$ cat src/svtd_pkg.sv
package svtd_pkg;

   localparam logic [1:0] KIND_TICK     = 2'd0;
   localparam logic [1:0] KIND_NOTE_ON  = 2'd1;
   localparam logic [1:0] KIND_NOTE_OFF = 2'd2;

   localparam logic [1:0] CSR_LEVEL_GAIN    = 2'd0;
   localparam logic [1:0] CSR_DECAY_FACTOR  = 2'd1;
   localparam logic [1:0] CSR_RELEASE_FLOOR = 2'd2;

   localparam logic [15:0] LEVEL_GAIN_RESET    = 16'd9830;
   localparam logic [15:0] DECAY_FACTOR_RESET  = 16'd64881;
   localparam logic [15:0] RELEASE_FLOOR_RESET = 16'd328;

   localparam logic [15:0] TAIL_START  = 16'hFFFF;
   localparam logic [30:0] Q30_ONE     = 31'h4000_0000;
   localparam logic [31:0] HALF_PI_Q30 = 32'd1686629713;
   localparam logic [15:0] SAMPLE_MAX  = 16'd32767;

   localparam logic [63:0] SEMITONE_Q30 [12] = '{
      64'd638450708,  64'd676414963,  64'd716636690,  64'd759250125,
      64'd804397487,  64'd852229450,  64'd902905651,  64'd956595214,
      64'd1013477327, 64'd1073741824, 64'd1137589836, 64'd1205234448
   };

   // Taylor terms, innermost first: divisor, floor(2^shift / divisor), shift
   localparam int unsigned NUM_TERMS = 5;
   localparam logic [6:0]  TERM_DIV   [NUM_TERMS] = '{7'd110, 7'd72, 7'd42, 7'd20, 7'd6};
   localparam logic [31:0] TERM_RECIP [NUM_TERMS] = '{
      32'd2498890063, 32'd3817748707, 32'd3272356035, 32'd3435973836, 32'd2863311530
   };
   localparam logic [5:0]  TERM_SHIFT [NUM_TERMS] = '{6'd38, 6'd38, 6'd37, 6'd36, 6'd34};

   typedef struct packed {
      logic [1:0]  kind;
      logic [6:0]  note;
      logic [15:0] velocity;
      logic        allow_tail;
   } req_type;

   typedef struct packed {
      logic signed [15:0] sample;
      logic               active;
   } rsp_type;

endpackage

$ cat src/sine_voice_with_tail_decay.sv
// Note off, unused kinds and silent ticks go from decode to the output step; note on first sets
// level, step and phase, and a sounding tick first runs the sine series, level and (in release)
// release and decay steps. No new item is taken until the last has reached the result register.
// One shared 32x32 multiplier serves the sine series (five terms) and the gain and decay steps.
// Synchronous active-high reset: voice silent, registers at defaults, no result pending.
module sine_voice_with_tail_decay #(
   parameter int SAMPLE_RATE      = 48000,
   parameter int SINE_TABLE_DEPTH = 1024,
   parameter int PHASE_BITS       = 32
) (
   input  logic              clock,
   input  logic              reset,
   input  logic              req_valid,
   output logic              req_stall,
   input  svtd_pkg::req_type req_data,
   output logic              rsp_valid,
   input  logic              rsp_stall,
   output svtd_pkg::rsp_type rsp_data,
   input  logic              csr_wr_en,
   input  logic [1:0]        csr_index,
   input  logic [15:0]       csr_wr_data
);

   localparam int DEPTH_BITS = $clog2(SINE_TABLE_DEPTH);

   localparam logic [4:0] ST_IDLE   = 5'd0;
   localparam logic [4:0] ST_DECODE = 5'd1;
   localparam logic [4:0] ST_ON_LVL = 5'd2;
   localparam logic [4:0] ST_X_MUL  = 5'd3;
   localparam logic [4:0] ST_X      = 5'd4;
   localparam logic [4:0] ST_X2_MUL = 5'd5;
   localparam logic [4:0] ST_X2     = 5'd6;
   localparam logic [4:0] ST_P_MUL  = 5'd7;
   localparam logic [4:0] ST_P      = 5'd8;
   localparam logic [4:0] ST_D_MUL  = 5'd9;
   localparam logic [4:0] ST_D      = 5'd10;
   localparam logic [4:0] ST_T      = 5'd11;
   localparam logic [4:0] ST_S_MUL  = 5'd12;
   localparam logic [4:0] ST_S      = 5'd13;
   localparam logic [4:0] ST_L_MUL  = 5'd14;
   localparam logic [4:0] ST_L      = 5'd15;
   localparam logic [4:0] ST_R_MUL  = 5'd16;
   localparam logic [4:0] ST_R      = 5'd17;
   localparam logic [4:0] ST_SIGN   = 5'd18;
   localparam logic [4:0] ST_DK_MUL = 5'd19;
   localparam logic [4:0] ST_DK     = 5'd20;
   localparam logic [4:0] ST_OUT    = 5'd21;

   typedef logic [PHASE_BITS-1:0] step_table_type [128];

   function automatic step_table_type build_steps();
      step_table_type tbl;
      logic [63:0]    num;
      logic [63:0]    step;
      int             e;
      int             k;
      for (int n = 0; n < 128; n++) begin
         num = 64'd440 * svtd_pkg::SEMITONE_Q30[n % 12];
         e   = n / 12 - 35 + PHASE_BITS;
         if (e >= 0) begin
            step = ((num << e) + 64'(SAMPLE_RATE / 2)) / SAMPLE_RATE;
         end else begin
            k    = -e;
            step = ((num + (64'(SAMPLE_RATE) << (k - 1))) >> k) / SAMPLE_RATE;
         end
         tbl[n] = step[PHASE_BITS-1:0];
      end
      return tbl;
   endfunction

   localparam step_table_type STEP_ROM = build_steps();

   function automatic logic [15:0] round_q16(input logic [31:0] prod);
      logic [32:0] sum;
      sum = {1'b0, prod} + 33'd32768;
      return sum[31:16];
   endfunction

   logic [4:0]            state_ff, state_in;
   svtd_pkg::req_type     item_ff, item_in;
   logic [PHASE_BITS-1:0] phase_ff, phase_in;
   logic [PHASE_BITS-1:0] step_ff, step_in;
   logic [15:0]           level_ff, level_in;
   logic [15:0]           rf_ff, rf_in;
   logic                  releasing_ff, releasing_in;
   logic [15:0]           gain_ff, gain_in;
   logic [15:0]           decay_ff, decay_in;
   logic [15:0]           floor_ff, floor_in;
   logic [63:0]           prod_ff, prod_in;
   logic [31:0]           x_ff, x_in;
   logic [31:0]           x2_ff, x2_in;
   logic [30:0]           t_ff, t_in;
   logic [31:0]           p_ff, p_in;
   logic [29:0]           q_ff, q_in;
   logic [2:0]            term_ff, term_in;
   logic [15:0]           mag_ff, mag_in;
   logic [15:0]           sample_ff, sample_in;
   logic                  rsp_valid_ff, rsp_valid_in;
   svtd_pkg::rsp_type     rsp_data_ff, rsp_data_in;

   logic [31:0]           mul_a;
   logic [31:0]           mul_b;
   logic [DEPTH_BITS-1:0] sine_idx;
   logic [29:0]           r_low;
   logic [30:0]           r_fold;
   logic [31:0]           s_sum;
   logic [16:0]           s_round;
   logic [15:0]           mag_sat;
   logic [6:0]            term_div;
   logic [31:0]           rem_val;
   logic [29:0]           q_fix;
   logic [15:0]           rf_decayed;
   logic                  out_free;

   assign sine_idx   = phase_ff[PHASE_BITS-1 -: DEPTH_BITS];
   assign r_low      = {sine_idx[DEPTH_BITS-3:0], {(32 - DEPTH_BITS){1'b0}}};
   assign r_fold     = sine_idx[DEPTH_BITS-2] ? (svtd_pkg::Q30_ONE - {1'b0, r_low})
                                              : {1'b0, r_low};
   assign s_sum      = {1'b0, prod_ff[60:30]} + 32'd16384;
   assign s_round    = s_sum[31:15];
   assign mag_sat    = (mag_ff > svtd_pkg::SAMPLE_MAX) ? svtd_pkg::SAMPLE_MAX : mag_ff;
   assign term_div   = svtd_pkg::TERM_DIV[term_ff];
   assign rem_val    = p_ff - 32'({2'b00, q_ff} * {25'b0, term_div});
   assign q_fix      = q_ff + 30'(rem_val >= {25'b0, term_div});
   assign rf_decayed = round_q16(prod_ff[31:0]);
   assign out_free   = !rsp_valid_ff || !rsp_stall;

   always_comb begin
      mul_a = '0;
      mul_b = '0;
      unique case (state_ff)
         ST_DECODE: begin
            mul_a = {16'b0, item_ff.velocity};
            mul_b = {16'b0, gain_ff};
         end
         ST_X_MUL: begin
            mul_a = x_ff;
            mul_b = svtd_pkg::HALF_PI_Q30;
         end
         ST_X2_MUL: begin
            mul_a = x_ff;
            mul_b = x_ff;
         end
         ST_P_MUL: begin
            mul_a = x2_ff;
            mul_b = {1'b0, t_ff};
         end
         ST_D_MUL: begin
            mul_a = p_ff;
            mul_b = svtd_pkg::TERM_RECIP[term_ff];
         end
         ST_S_MUL: begin
            mul_a = x_ff;
            mul_b = {1'b0, t_ff};
         end
         ST_L_MUL: begin
            mul_a = {16'b0, mag_ff};
            mul_b = {16'b0, level_ff};
         end
         ST_R_MUL: begin
            mul_a = {16'b0, mag_ff};
            mul_b = {16'b0, rf_ff};
         end
         ST_DK_MUL: begin
            mul_a = {16'b0, rf_ff};
            mul_b = {16'b0, decay_ff};
         end
         default: begin
            mul_a = '0;
            mul_b = '0;
         end
      endcase
   end

   assign prod_in = mul_a * mul_b;

   always_comb begin
      gain_in  = gain_ff;
      decay_in = decay_ff;
      floor_in = floor_ff;
      if (csr_wr_en) begin
         unique case (csr_index)
            svtd_pkg::CSR_LEVEL_GAIN:    gain_in  = csr_wr_data;
            svtd_pkg::CSR_DECAY_FACTOR:  decay_in = csr_wr_data;
            svtd_pkg::CSR_RELEASE_FLOOR: floor_in = csr_wr_data;
            default: begin
            end
         endcase
      end
   end

   always_comb begin
      state_in     = state_ff;
      item_in      = item_ff;
      phase_in     = phase_ff;
      step_in      = step_ff;
      level_in     = level_ff;
      rf_in        = rf_ff;
      releasing_in = releasing_ff;
      x_in         = x_ff;
      x2_in        = x2_ff;
      t_in         = t_ff;
      p_in         = p_ff;
      q_in         = q_ff;
      term_in      = term_ff;
      mag_in       = mag_ff;
      sample_in    = sample_ff;
      rsp_valid_in = rsp_valid_ff && rsp_stall;
      rsp_data_in  = rsp_data_ff;

      unique case (state_ff)
         ST_IDLE: begin
            if (req_valid) begin
               item_in  = req_data;
               state_in = ST_DECODE;
            end
         end
         ST_DECODE: begin
            sample_in = '0;
            state_in  = ST_OUT;
            unique case (item_ff.kind)
               svtd_pkg::KIND_NOTE_ON: state_in = ST_ON_LVL;
               svtd_pkg::KIND_NOTE_OFF: begin
                  if (item_ff.allow_tail) begin
                     if (!releasing_ff) begin
                        releasing_in = 1'b1;
                        rf_in        = svtd_pkg::TAIL_START;
                     end
                  end else begin
                     step_in = '0;
                  end
               end
               svtd_pkg::KIND_TICK: begin
                  if (step_ff != '0) begin
                     x_in     = {1'b0, r_fold};
                     state_in = ST_X_MUL;
                  end
               end
               default: begin
               end
            endcase
         end
         ST_ON_LVL: begin
            level_in     = round_q16(prod_ff[31:0]);
            phase_in     = '0;
            rf_in        = '0;
            releasing_in = 1'b0;
            step_in      = STEP_ROM[item_ff.note];
            state_in     = ST_OUT;
         end
         ST_X_MUL:  state_in = ST_X;
         ST_X: begin
            x_in     = prod_ff[61:30];
            state_in = ST_X2_MUL;
         end
         ST_X2_MUL: state_in = ST_X2;
         ST_X2: begin
            x2_in    = prod_ff[61:30];
            t_in     = svtd_pkg::Q30_ONE;
            term_in  = '0;
            state_in = ST_P_MUL;
         end
         ST_P_MUL:  state_in = ST_P;
         ST_P: begin
            p_in     = prod_ff[61:30];
            state_in = ST_D_MUL;
         end
         ST_D_MUL:  state_in = ST_D;
         ST_D: begin
            q_in     = 30'(prod_ff >> svtd_pkg::TERM_SHIFT[term_ff]);
            state_in = ST_T;
         end
         ST_T: begin
            t_in = svtd_pkg::Q30_ONE - {1'b0, q_fix};
            if (term_ff == 3'(svtd_pkg::NUM_TERMS - 1)) begin
               state_in = ST_S_MUL;
            end else begin
               term_in  = term_ff + 3'd1;
               state_in = ST_P_MUL;
            end
         end
         ST_S_MUL:  state_in = ST_S;
         ST_S: begin
            mag_in   = (s_round > 17'(svtd_pkg::SAMPLE_MAX)) ? svtd_pkg::SAMPLE_MAX
                                                             : s_round[15:0];
            state_in = ST_L_MUL;
         end
         ST_L_MUL:  state_in = ST_L;
         ST_L: begin
            mag_in   = round_q16(prod_ff[31:0]);
            state_in = releasing_ff ? ST_R_MUL : ST_SIGN;
         end
         ST_R_MUL:  state_in = ST_R;
         ST_R: begin
            mag_in   = round_q16(prod_ff[31:0]);
            state_in = ST_SIGN;
         end
         ST_SIGN: begin
            sample_in = phase_ff[PHASE_BITS-1] ? (16'd0 - mag_sat) : mag_sat;
            phase_in  = phase_ff + step_ff;
            state_in  = releasing_ff ? ST_DK_MUL : ST_OUT;
         end
         ST_DK_MUL: state_in = ST_DK;
         ST_DK: begin
            if (rf_decayed <= floor_ff) begin
               step_in      = '0;
               releasing_in = 1'b0;
               rf_in        = '0;
            end else begin
               rf_in = rf_decayed;
            end
            state_in = ST_OUT;
         end
         ST_OUT: begin
            if (out_free) begin
               rsp_valid_in       = 1'b1;
               rsp_data_in.sample = sample_ff;
               rsp_data_in.active = (step_ff != '0);
               state_in           = ST_IDLE;
            end
         end
         default: state_in = ST_IDLE;
      endcase
   end

   always_ff @(posedge clock) begin
      if (reset) begin
         state_ff     <= ST_IDLE;
         phase_ff     <= '0;
         step_ff      <= '0;
         level_ff     <= '0;
         rf_ff        <= '0;
         releasing_ff <= 1'b0;
         gain_ff      <= svtd_pkg::LEVEL_GAIN_RESET;
         decay_ff     <= svtd_pkg::DECAY_FACTOR_RESET;
         floor_ff     <= svtd_pkg::RELEASE_FLOOR_RESET;
         rsp_valid_ff <= 1'b0;
      end else begin
         state_ff     <= state_in;
         phase_ff     <= phase_in;
         step_ff      <= step_in;
         level_ff     <= level_in;
         rf_ff        <= rf_in;
         releasing_ff <= releasing_in;
         gain_ff      <= gain_in;
         decay_ff     <= decay_in;
         floor_ff     <= floor_in;
         rsp_valid_ff <= rsp_valid_in;
      end
   end

   always_ff @(posedge clock) begin
      item_ff     <= item_in;
      prod_ff     <= prod_in;
      x_ff        <= x_in;
      x2_ff       <= x2_in;
      t_ff        <= t_in;
      p_ff        <= p_in;
      q_ff        <= q_in;
      term_ff     <= term_in;
      mag_ff      <= mag_in;
      sample_ff   <= sample_in;
      rsp_data_ff <= rsp_data_in;
   end

   assign req_stall = (state_ff != ST_IDLE);
   assign rsp_valid = rsp_valid_ff;
   assign rsp_data  = rsp_data_ff;

   a_result_from_out: assert property (@(posedge clock) disable iff (reset)
      $rose(rsp_valid_ff) |-> $past(state_ff == ST_OUT))
      else $error("result raised outside the output step");

   a_accept_decodes: assert property (@(posedge clock) disable iff (reset)
      req_valid && !req_stall |=> state_ff == ST_DECODE)
      else $error("accepted transfer not decoded");

   a_release_nonzero: assert property (@(posedge clock) disable iff (reset)
      releasing_ff |-> rf_ff != '0)
      else $error("release running with zero factor");

   a_quotient_close: assert property (@(posedge clock) disable iff (reset)
      state_ff == ST_T |-> rem_val < {24'b0, term_div, 1'b0})
      else $error("reciprocal quotient off by more than one");

endmodule

$ cat config.mk
export PLATFORM = sky130hd
export DESIGN_NAME = sine_voice_with_tail_decay
export DESIGN_NICKNAME = d
export VERILOG_FILES = /design/src/svtd_pkg.sv /design/src/sine_voice_with_tail_decay.sv
export SDC_FILE = /design/constraint.sdc
export NUM_CORES = 2
export LEC_CHECK = 0
export ABC_AREA = 1
export BUFFER_PORTS_ARGS = -buffer_cell sky130_fd_sc_hd__buf_2
export CAP_MARGIN = 30
export CORE_MARGIN = 1.5
export CORE_UTILIZATION = 60
export CTS_CLUSTER_SIZE = 25
export DETAILED_ROUTE_END_ITERATION = 7
export PLACE_DENSITY = 0.77
export SLEW_MARGIN = 20
export SYNTH_ARGS = -nofsm -noshare
export SYNTH_HDL_FRONTEND = slang
export SYNTH_SLANG_ARGS = --single-unit
$ cat constraint.sdc
create_clock -name clock -period 25.2 [get_ports clock]
set_input_delay 1.26 -clock clock [delete_from_list [all_inputs] [get_ports clock]]
set_output_delay 1.26 -clock clock [all_outputs]
set_load 0.01 [all_outputs]
# Yosys cells after proc, flatten, opt, wreduce, memory -nomap -nowiden
# Memories as Yosys holds them, arrays and structs flattened.
# Index checks and enable logic that the tools add are counted.
dict set report word_totals {
  out_inout_bits 19
  inputBits 49
  mem_bits_ro 4456
  regBits 450
  n_memories 4
}
dict set report classes {
  eq_ne 36
  muxes 46
  reduce_logical 31
  n_mul 2
  magnitude_cmp 6
  bitwise_logic 2
  shift 1
  addsub 9
}
# name depth word_bits read_ports rd_clocked_by_memory_dff wr line_no
set memory_table {}
lappend memory_table {{(no name shown)} 128 32 1 0 0 sine_voice_with_tail_decay.sv:248} ;# step_in = STEP_ROM[item_ff.note];
lappend memory_table {{(no name shown)} 8 32 1 0 0 sine_voice_with_tail_decay.sv:150} ;# mul_b = svtd_pkg::TERM_RECIP[term_ff];
lappend memory_table {{(no name shown)} 8 7 1 0 0 sine_voice_with_tail_decay.sv:122} ;# assign term_div = svtd_pkg::TERM_DIV[term_ff];
lappend memory_table {{(no name shown)} 8 6 1 0 0 sine_voice_with_tail_decay.sv:270} ;# q_in = 30'(prod_ff >> svtd_pkg::TERM_SHIFT[term_ff]);
# op count
set ops {}
lappend ops {{two-way mux 32 bit} 9}
lappend ops {{one-hot mux 32 bit (8 select lines)} 1}
lappend ops {{one-hot mux 32 bit (6 select lines)} 1}
lappend ops {{one-hot mux 32 bit (2 select lines)} 2}
lappend ops {{two-way mux 16 bit} 7}
lappend ops {{one-hot mux 5 bit (21 select lines)} 1}
lappend ops {{one-hot mux 32 bit (3 select lines)} 1}
lappend ops {{multiplier 32 x 32 -> 64 bit} 1}
lappend ops {{one-hot mux 16 bit (2 select lines)} 2}
lappend ops {{>> shifter 64 x 6 -> 30 bit} 1}
lappend ops {{one-hot mux 31 bit (2 select lines)} 1}
lappend ops {{subtractor 31 x 30 -> 31 bit, first input constant} 2}
lappend ops {{one-hot mux 16 bit (3 select lines)} 1}
lappend ops {{== test 5 x 4 -> 1 bit, second input constant} 8}
lappend ops {{adder 31 x 15 -> 32 bit, second input constant} 1}
lappend ops {{adder 32 x 16 -> 32 bit, second input constant} 1}
lappend ops {{adder 32 bit} 1}
lappend ops {{greater-or-equal comparator 32 x 7 -> 1 bit} 1}
lappend ops {{multiplier 30 x 7 -> 32 bit} 1}
lappend ops {{nonzero test 32 bit} 1}
lappend ops {{subtractor 32 bit} 1}
lappend ops {{two-way mux 31 bit} 1}
lappend ops {{adder 30 x 1 -> 30 bit} 1}
lappend ops {{== test 5 bit, second input constant} 6}
lappend ops {{other kinds (40)} 80}

# Longest topological paths before layout
dict set report depth {
  depth_word 10
  depth_mapped 51
  ltp_nobuf 48
}

# Least setup slack after synthesis
# No wires, ideal clock.
dict set report synth_timing {
  path_kind {reg-to-reg}
  start {register term_ff[2]}
  end {register prod_ff[63]}
  path_buffers 5
  t_arrival_ns 7.992
  setup_slack_ns 17.095
  path_stages_with_launch 38
  required_ns 25.088
  path_cell_list {edfxtp_1 > clkbuf_1 > inv_1 > clkbuf_1 > buf_1 > ha_1 > clkbuf_1 > inv_1 > nor2_1 > inv_1 > nand4_1 > clkbuf_1 > nand2_1 > fa_1 > inv_1 > fa_1 > inv_1 > fa_1 > (+2 left out) > fa_1 > fa_1 > fa_1 > inv_1 > fa_1 > inv_1 > ha_1 > nand2_1 > nor2_1 > inv_1 > nor2_1 > inv_1 > nor4_1 > nand2_1 > nand2_1 > nand2_1 > nand3_1 > nand2_1}
}
dict set report synth_via {
  elab_chain_cells 6
}
# item line_no
set synth_rtl {}
lappend synth_rtl {{start, declared} sine_voice_with_tail_decay.sv:95} ;# logic [2:0] term_ff, term_in;
lappend synth_rtl {{start signal, assigned} sine_voice_with_tail_decay.sv:360} ;# term_ff <= term_in;
lappend synth_rtl {{inverter 3 -> 4 bit (not written as such)} sine_voice_with_tail_decay.sv:150}
lappend synth_rtl {{memory (8 x 32 bit)} --}
lappend synth_rtl {{two-way mux 32 bit (not written as such) (2 in a row)} sine_voice_with_tail_decay.sv:150}
lappend synth_rtl {{one-hot mux 32 bit (8 select lines)} sine_voice_with_tail_decay.sv:131} ;# unique case (state_ff)
lappend synth_rtl {{multiplier 32 x 32 -> 64 bit} sine_voice_with_tail_decay.sv:175} ;# assign prod_in = mul_a * mul_b;
lappend synth_rtl {{named net prod_in[63]} sine_voice_with_tail_decay.sv:89} ;# logic [63:0] prod_ff, prod_in;
lappend synth_rtl {{end signal, assigned} sine_voice_with_tail_decay.sv:354} ;# prod_ff <= prod_in;
lappend synth_rtl {{end, declared} sine_voice_with_tail_decay.sv:89}
# The timed path passes the listed nets, and every way through them passes these cells. The select of a mux whose other input is x is not followed.
# A chain may end at the register's enable or synchronous reset.

# Final worst setup path
dict set report layout_timing {
  start {register state_ff[4]}
  end {register prod_ff[25]}
}
dict set report layout_via {
  elab_chain_cells 4
  word_cells_on_any_way 15
}
# item line_no
set layout_rtl {}
lappend layout_rtl {{start, declared} sine_voice_with_tail_decay.sv:79} ;# logic [4:0] state_ff, state_in;
lappend layout_rtl {{start signal, assigned} sine_voice_with_tail_decay.sv:339} ;# state_ff <= state_in;
lappend layout_rtl {{== test 5 x 4 -> 1 bit, or another cell as far along} sine_voice_with_tail_decay.sv:131}
lappend layout_rtl {{OR reduction 3 bit (no line) or OR reduction 2 bit (tied branches)} --}
lappend layout_rtl {{one-hot mux 32 bit (6 select lines) or one-hot mux 32 bit (8 select lines) (tied branches)} sine_voice_with_tail_decay.sv:131}
lappend layout_rtl {{multiplier 32 x 32 -> 64 bit *} sine_voice_with_tail_decay.sv:175}
lappend layout_rtl {{named net prod_in[25]} sine_voice_with_tail_decay.sv:89}
# The timed path passes the listed nets; every way through them passes the cells marked *.

==> metrics.cfg <==
[timing]
setup_violations = 0
drv_slew = 0
worst_pin_slew_ps = 1020
fin_crit_ps = 10540
fin_setup_tns_ps = 0
fmax_mhz = 94.9
rsz0062_at_grt = no
hold_viol_final = 0
period_share_pct = 41.8
clock_skew_ps = 52.1
relSlewSlack_pct = 31.5
fin_ws_ps = 14660

[routing]
dr.first_iter.drc_count = 6279
vias = 57300
wire_per_inst_um = 23.5
ant_nets = 0
drc = 0
routed_wl_mm = 228
firstDrtPassIters = 7
vias_per_cell = 5.91

[setup_path]
critPathRequiredTime_ps = 25670
path_max_fanout = 39
timing.rr.end = prod_ff[25]$_DFF_P_
crit_path_end_kind = flip-flop
ff2ff_path_depth = 32
cp.arrival_ps = 11010
reg2reg_from = state_ff[4]$_SDFFE_PP0P_
worstSetupStartpointType = flip-flop
path_class = flip-flop to flip-flop
cp_slowest_stage_delay_ps = 780
cp_slowest_cell = and2_1
ff2ff_setup_slack_ps = 14660
crit_top_cell = inv_1

[synthesis]
synth_fp_nets = 9822
synthMostInstantiatedCell = inv_1
synth_edf_count = 235
yosys.area.top_type = fa_1
synth_flop_cell = edfxtp_1
async_flop_share_pct = 0
yosysWarnings = 0
synthCells = 8340
postSynthAreaPerCell_um2 = 7.76
yosysTopAreaCellShare_pct = 31.8
synth_cell_types = 71
synth_commonest_cells = inv_1, nand2_1, fa_1
yosys-top-cells-area = fa_1, inv_1, nand2_1
seq_area_frac_synth_pct = 17.1
syn-cell-area_mm2 = 0.0647
ys_seq_elements = 434

[grt]
gr-usage-met3_pct = 10.9
track_usage_pct = 41.7
grt_max_degree = 83
antenna_found_initial = 7
grt_pass1_wl_mm = 346
grt.busiest_layer = met2
grt_pass1_vias = 57700
overflow = 0
grtUsageMet1_pct = 55.7
met2_usage_pct = 63.3

[job]
cap_violations = 0

[placed_design]
globalplace.congestion = 1.05
pre_cts_ws_ps = 14910
hpwlAfterDp_mm = 179
port_buffers = 67

[min_path]
min-delay-start = sample_ff[11]$_SDFFCE_PN0P_
hold_end = rsp_data[12]$_DFFE_PP_
hold_depth = 0
hp-class = flip-flop to flip-flop

[clocking]
tritoncts = done
ctsRootBufferMaster = clkbuf_16
clock-sinks = 434
clk_pin_slew_worst_paths_ps = 60
cts_resized = 0
clk_path_buf_depth = 3
h-tree-depth = 2
cts_setup_buffers = 0
cts-hold-fix-buffers = 0
clkLatencyLatePin_ps = 650
cts_buffers = 49

[layout]
final_layout_size_suffix_gt1_share_pct = 4.67
area_growth_pct = 5.41
fillers = 9577
final_nets = 9733

[power_and_ir_drop]
clkPwrFrac_pct = 17.7
power-per-cell-area_mw_per_mm2 = 59.5
ir_worst_vdd_v = 0.0000653
p_seq_share_pct = 24.4
p_leak_nw = 35.0
switchingPower_mw = 2.15
intPower_mw = 1.91
switching_share_pct = 52.8
p_comb_share_pct = 57.9

[die]
ioPinCount = 68
rows = 120
die_h_um = 331
core_mm2 = 0.107
initial_core_util_pct = 60.5
die_area_mm2 = 0.110
die_w_um = 331

[status]
status = finished, final reports clean

## layout make-up
type	count	area, um^2	share of cell area, %
clock inverters	24	210	0.308
repair buffers	193	1430	2.09
well taps	1403	1760	2.57
inverters	1953	7330	10.7
diodes	2	5.00	0.00733
clock buffers	68	1390	2.04
multi-input cells	5620	45100	66.1
flip-flops and latches	434	11000	16.2
## kinds of logic (layout without fill, tap and decap cells)
logic type	Yosys count	after routing	share of synthesized area, %
mux	8	8	0.124
simple gates	2953	2953	18.3
xor+xnor	130	130	1.77
buf+inv	2286	2238	13.4
compound gates	1096	1096	9.72
fa+ha+maj	1433	1433	39.6
flops	434	434	17.1
other cells	0	2	0
## sequential cells by signal, summed over array words and instances (netlist names), 17 cells and up
| register | count |
|---|---|
| phase_ff | 32 |
| p_ff | 32 |
| item_ff | 26 |
| q_ff | 30 |
| x_ff | 32 |
| step_ff | 31 |
| rsp_data | 17 |
| x2_ff | 32 |
| prod_ff | 49 |
| t_ff | 31 |
## power by group through the flow
stage | clock (mW) | sequential, mW | combinational [mW]
final | 0.719 | 0.990 | 2.35
after global routing | 0.750 | 0.989 | 2.52
after CTS | 0.720 | 0.979 | 2.28
after detailed placement | 0 | 0.992 | 2.26
after global placement | 0 | 0.993 | 2.23
after floorplan | 0 | 0.921 | 1.42
## per-stage QoR
stage	utilization (%)	hold slack (ps)	power (mW)	cell area, um^2	std cells
floorplan	-	400	2.34	64700	8340
global placement	62.0	406	3.22	66400	9588
detailed placement	62.2	405	3.25	66500	9597
CTS	63.6	387	3.98	68100	9689
global route	63.7	410	4.26	68200	9695
finish	63.7	386	4.06	68200	9697
## cells in the final DEF (no fill, tap or decap), drive strengths merged, types with 19 or more instances in the layout
cell	n
a21oi	421
a221oi	19
a22oi	28
a31oi	42
buf	192
clkbuf	69
clkinv	32
dfxtp	199
edfxtp	235
fa	1028
ha	405
inv	1943
nand2	1901
nand3	177
nand4	39
nor2	719
nor3	51
nor4	31
o211ai	35
o21a	42
o21ai	375
o22ai	41
or2	20
xnor2	31
xor2	99
## worst max-delay path by stage
stage	cells after the start	endpoint	slack (ps)	from
global route	34	prod_ff[25]$_DFF_P_	14350	state_ff[4]$_SDFFE_PP0P_
detailed placement	34	prod_ff[25]$_DFF_P_	14910	state_ff[4]$_SDFFE_PP0P_
CTS	34	prod_ff[25]$_DFF_P_	14900	state_ff[4]$_SDFFE_PP0P_
finish	32	prod_ff[25]$_DFF_P_	14660	state_ff[4]$_SDFFE_PP0P_
global placement	33	prod_ff[25]$_DFF_P_	14580	term_ff[0]$_SDFFCE_PN0P_
floorplan	37	prod_ff[63]$_DFF_P_	17100	term_ff[2]$_SDFFCE_PN0P_
## critical path: cells and delay by family (launching register included)
family	cells	cell delay (ps)
simple gates	8	1930
compound gates	3	1110
flops	1	630
fa+ha+maj	9	4320
buf+inv	11	1910
xor+xnor	1	490
## layer usage
layer	up-vias	routed length [um]
met1	27900	86500
met5	-	57
met2	3528	98400
met3	769	29300
li1	25100	-
met4	8	13900
No activity file was read; power rests on OpenSTA's default activity.
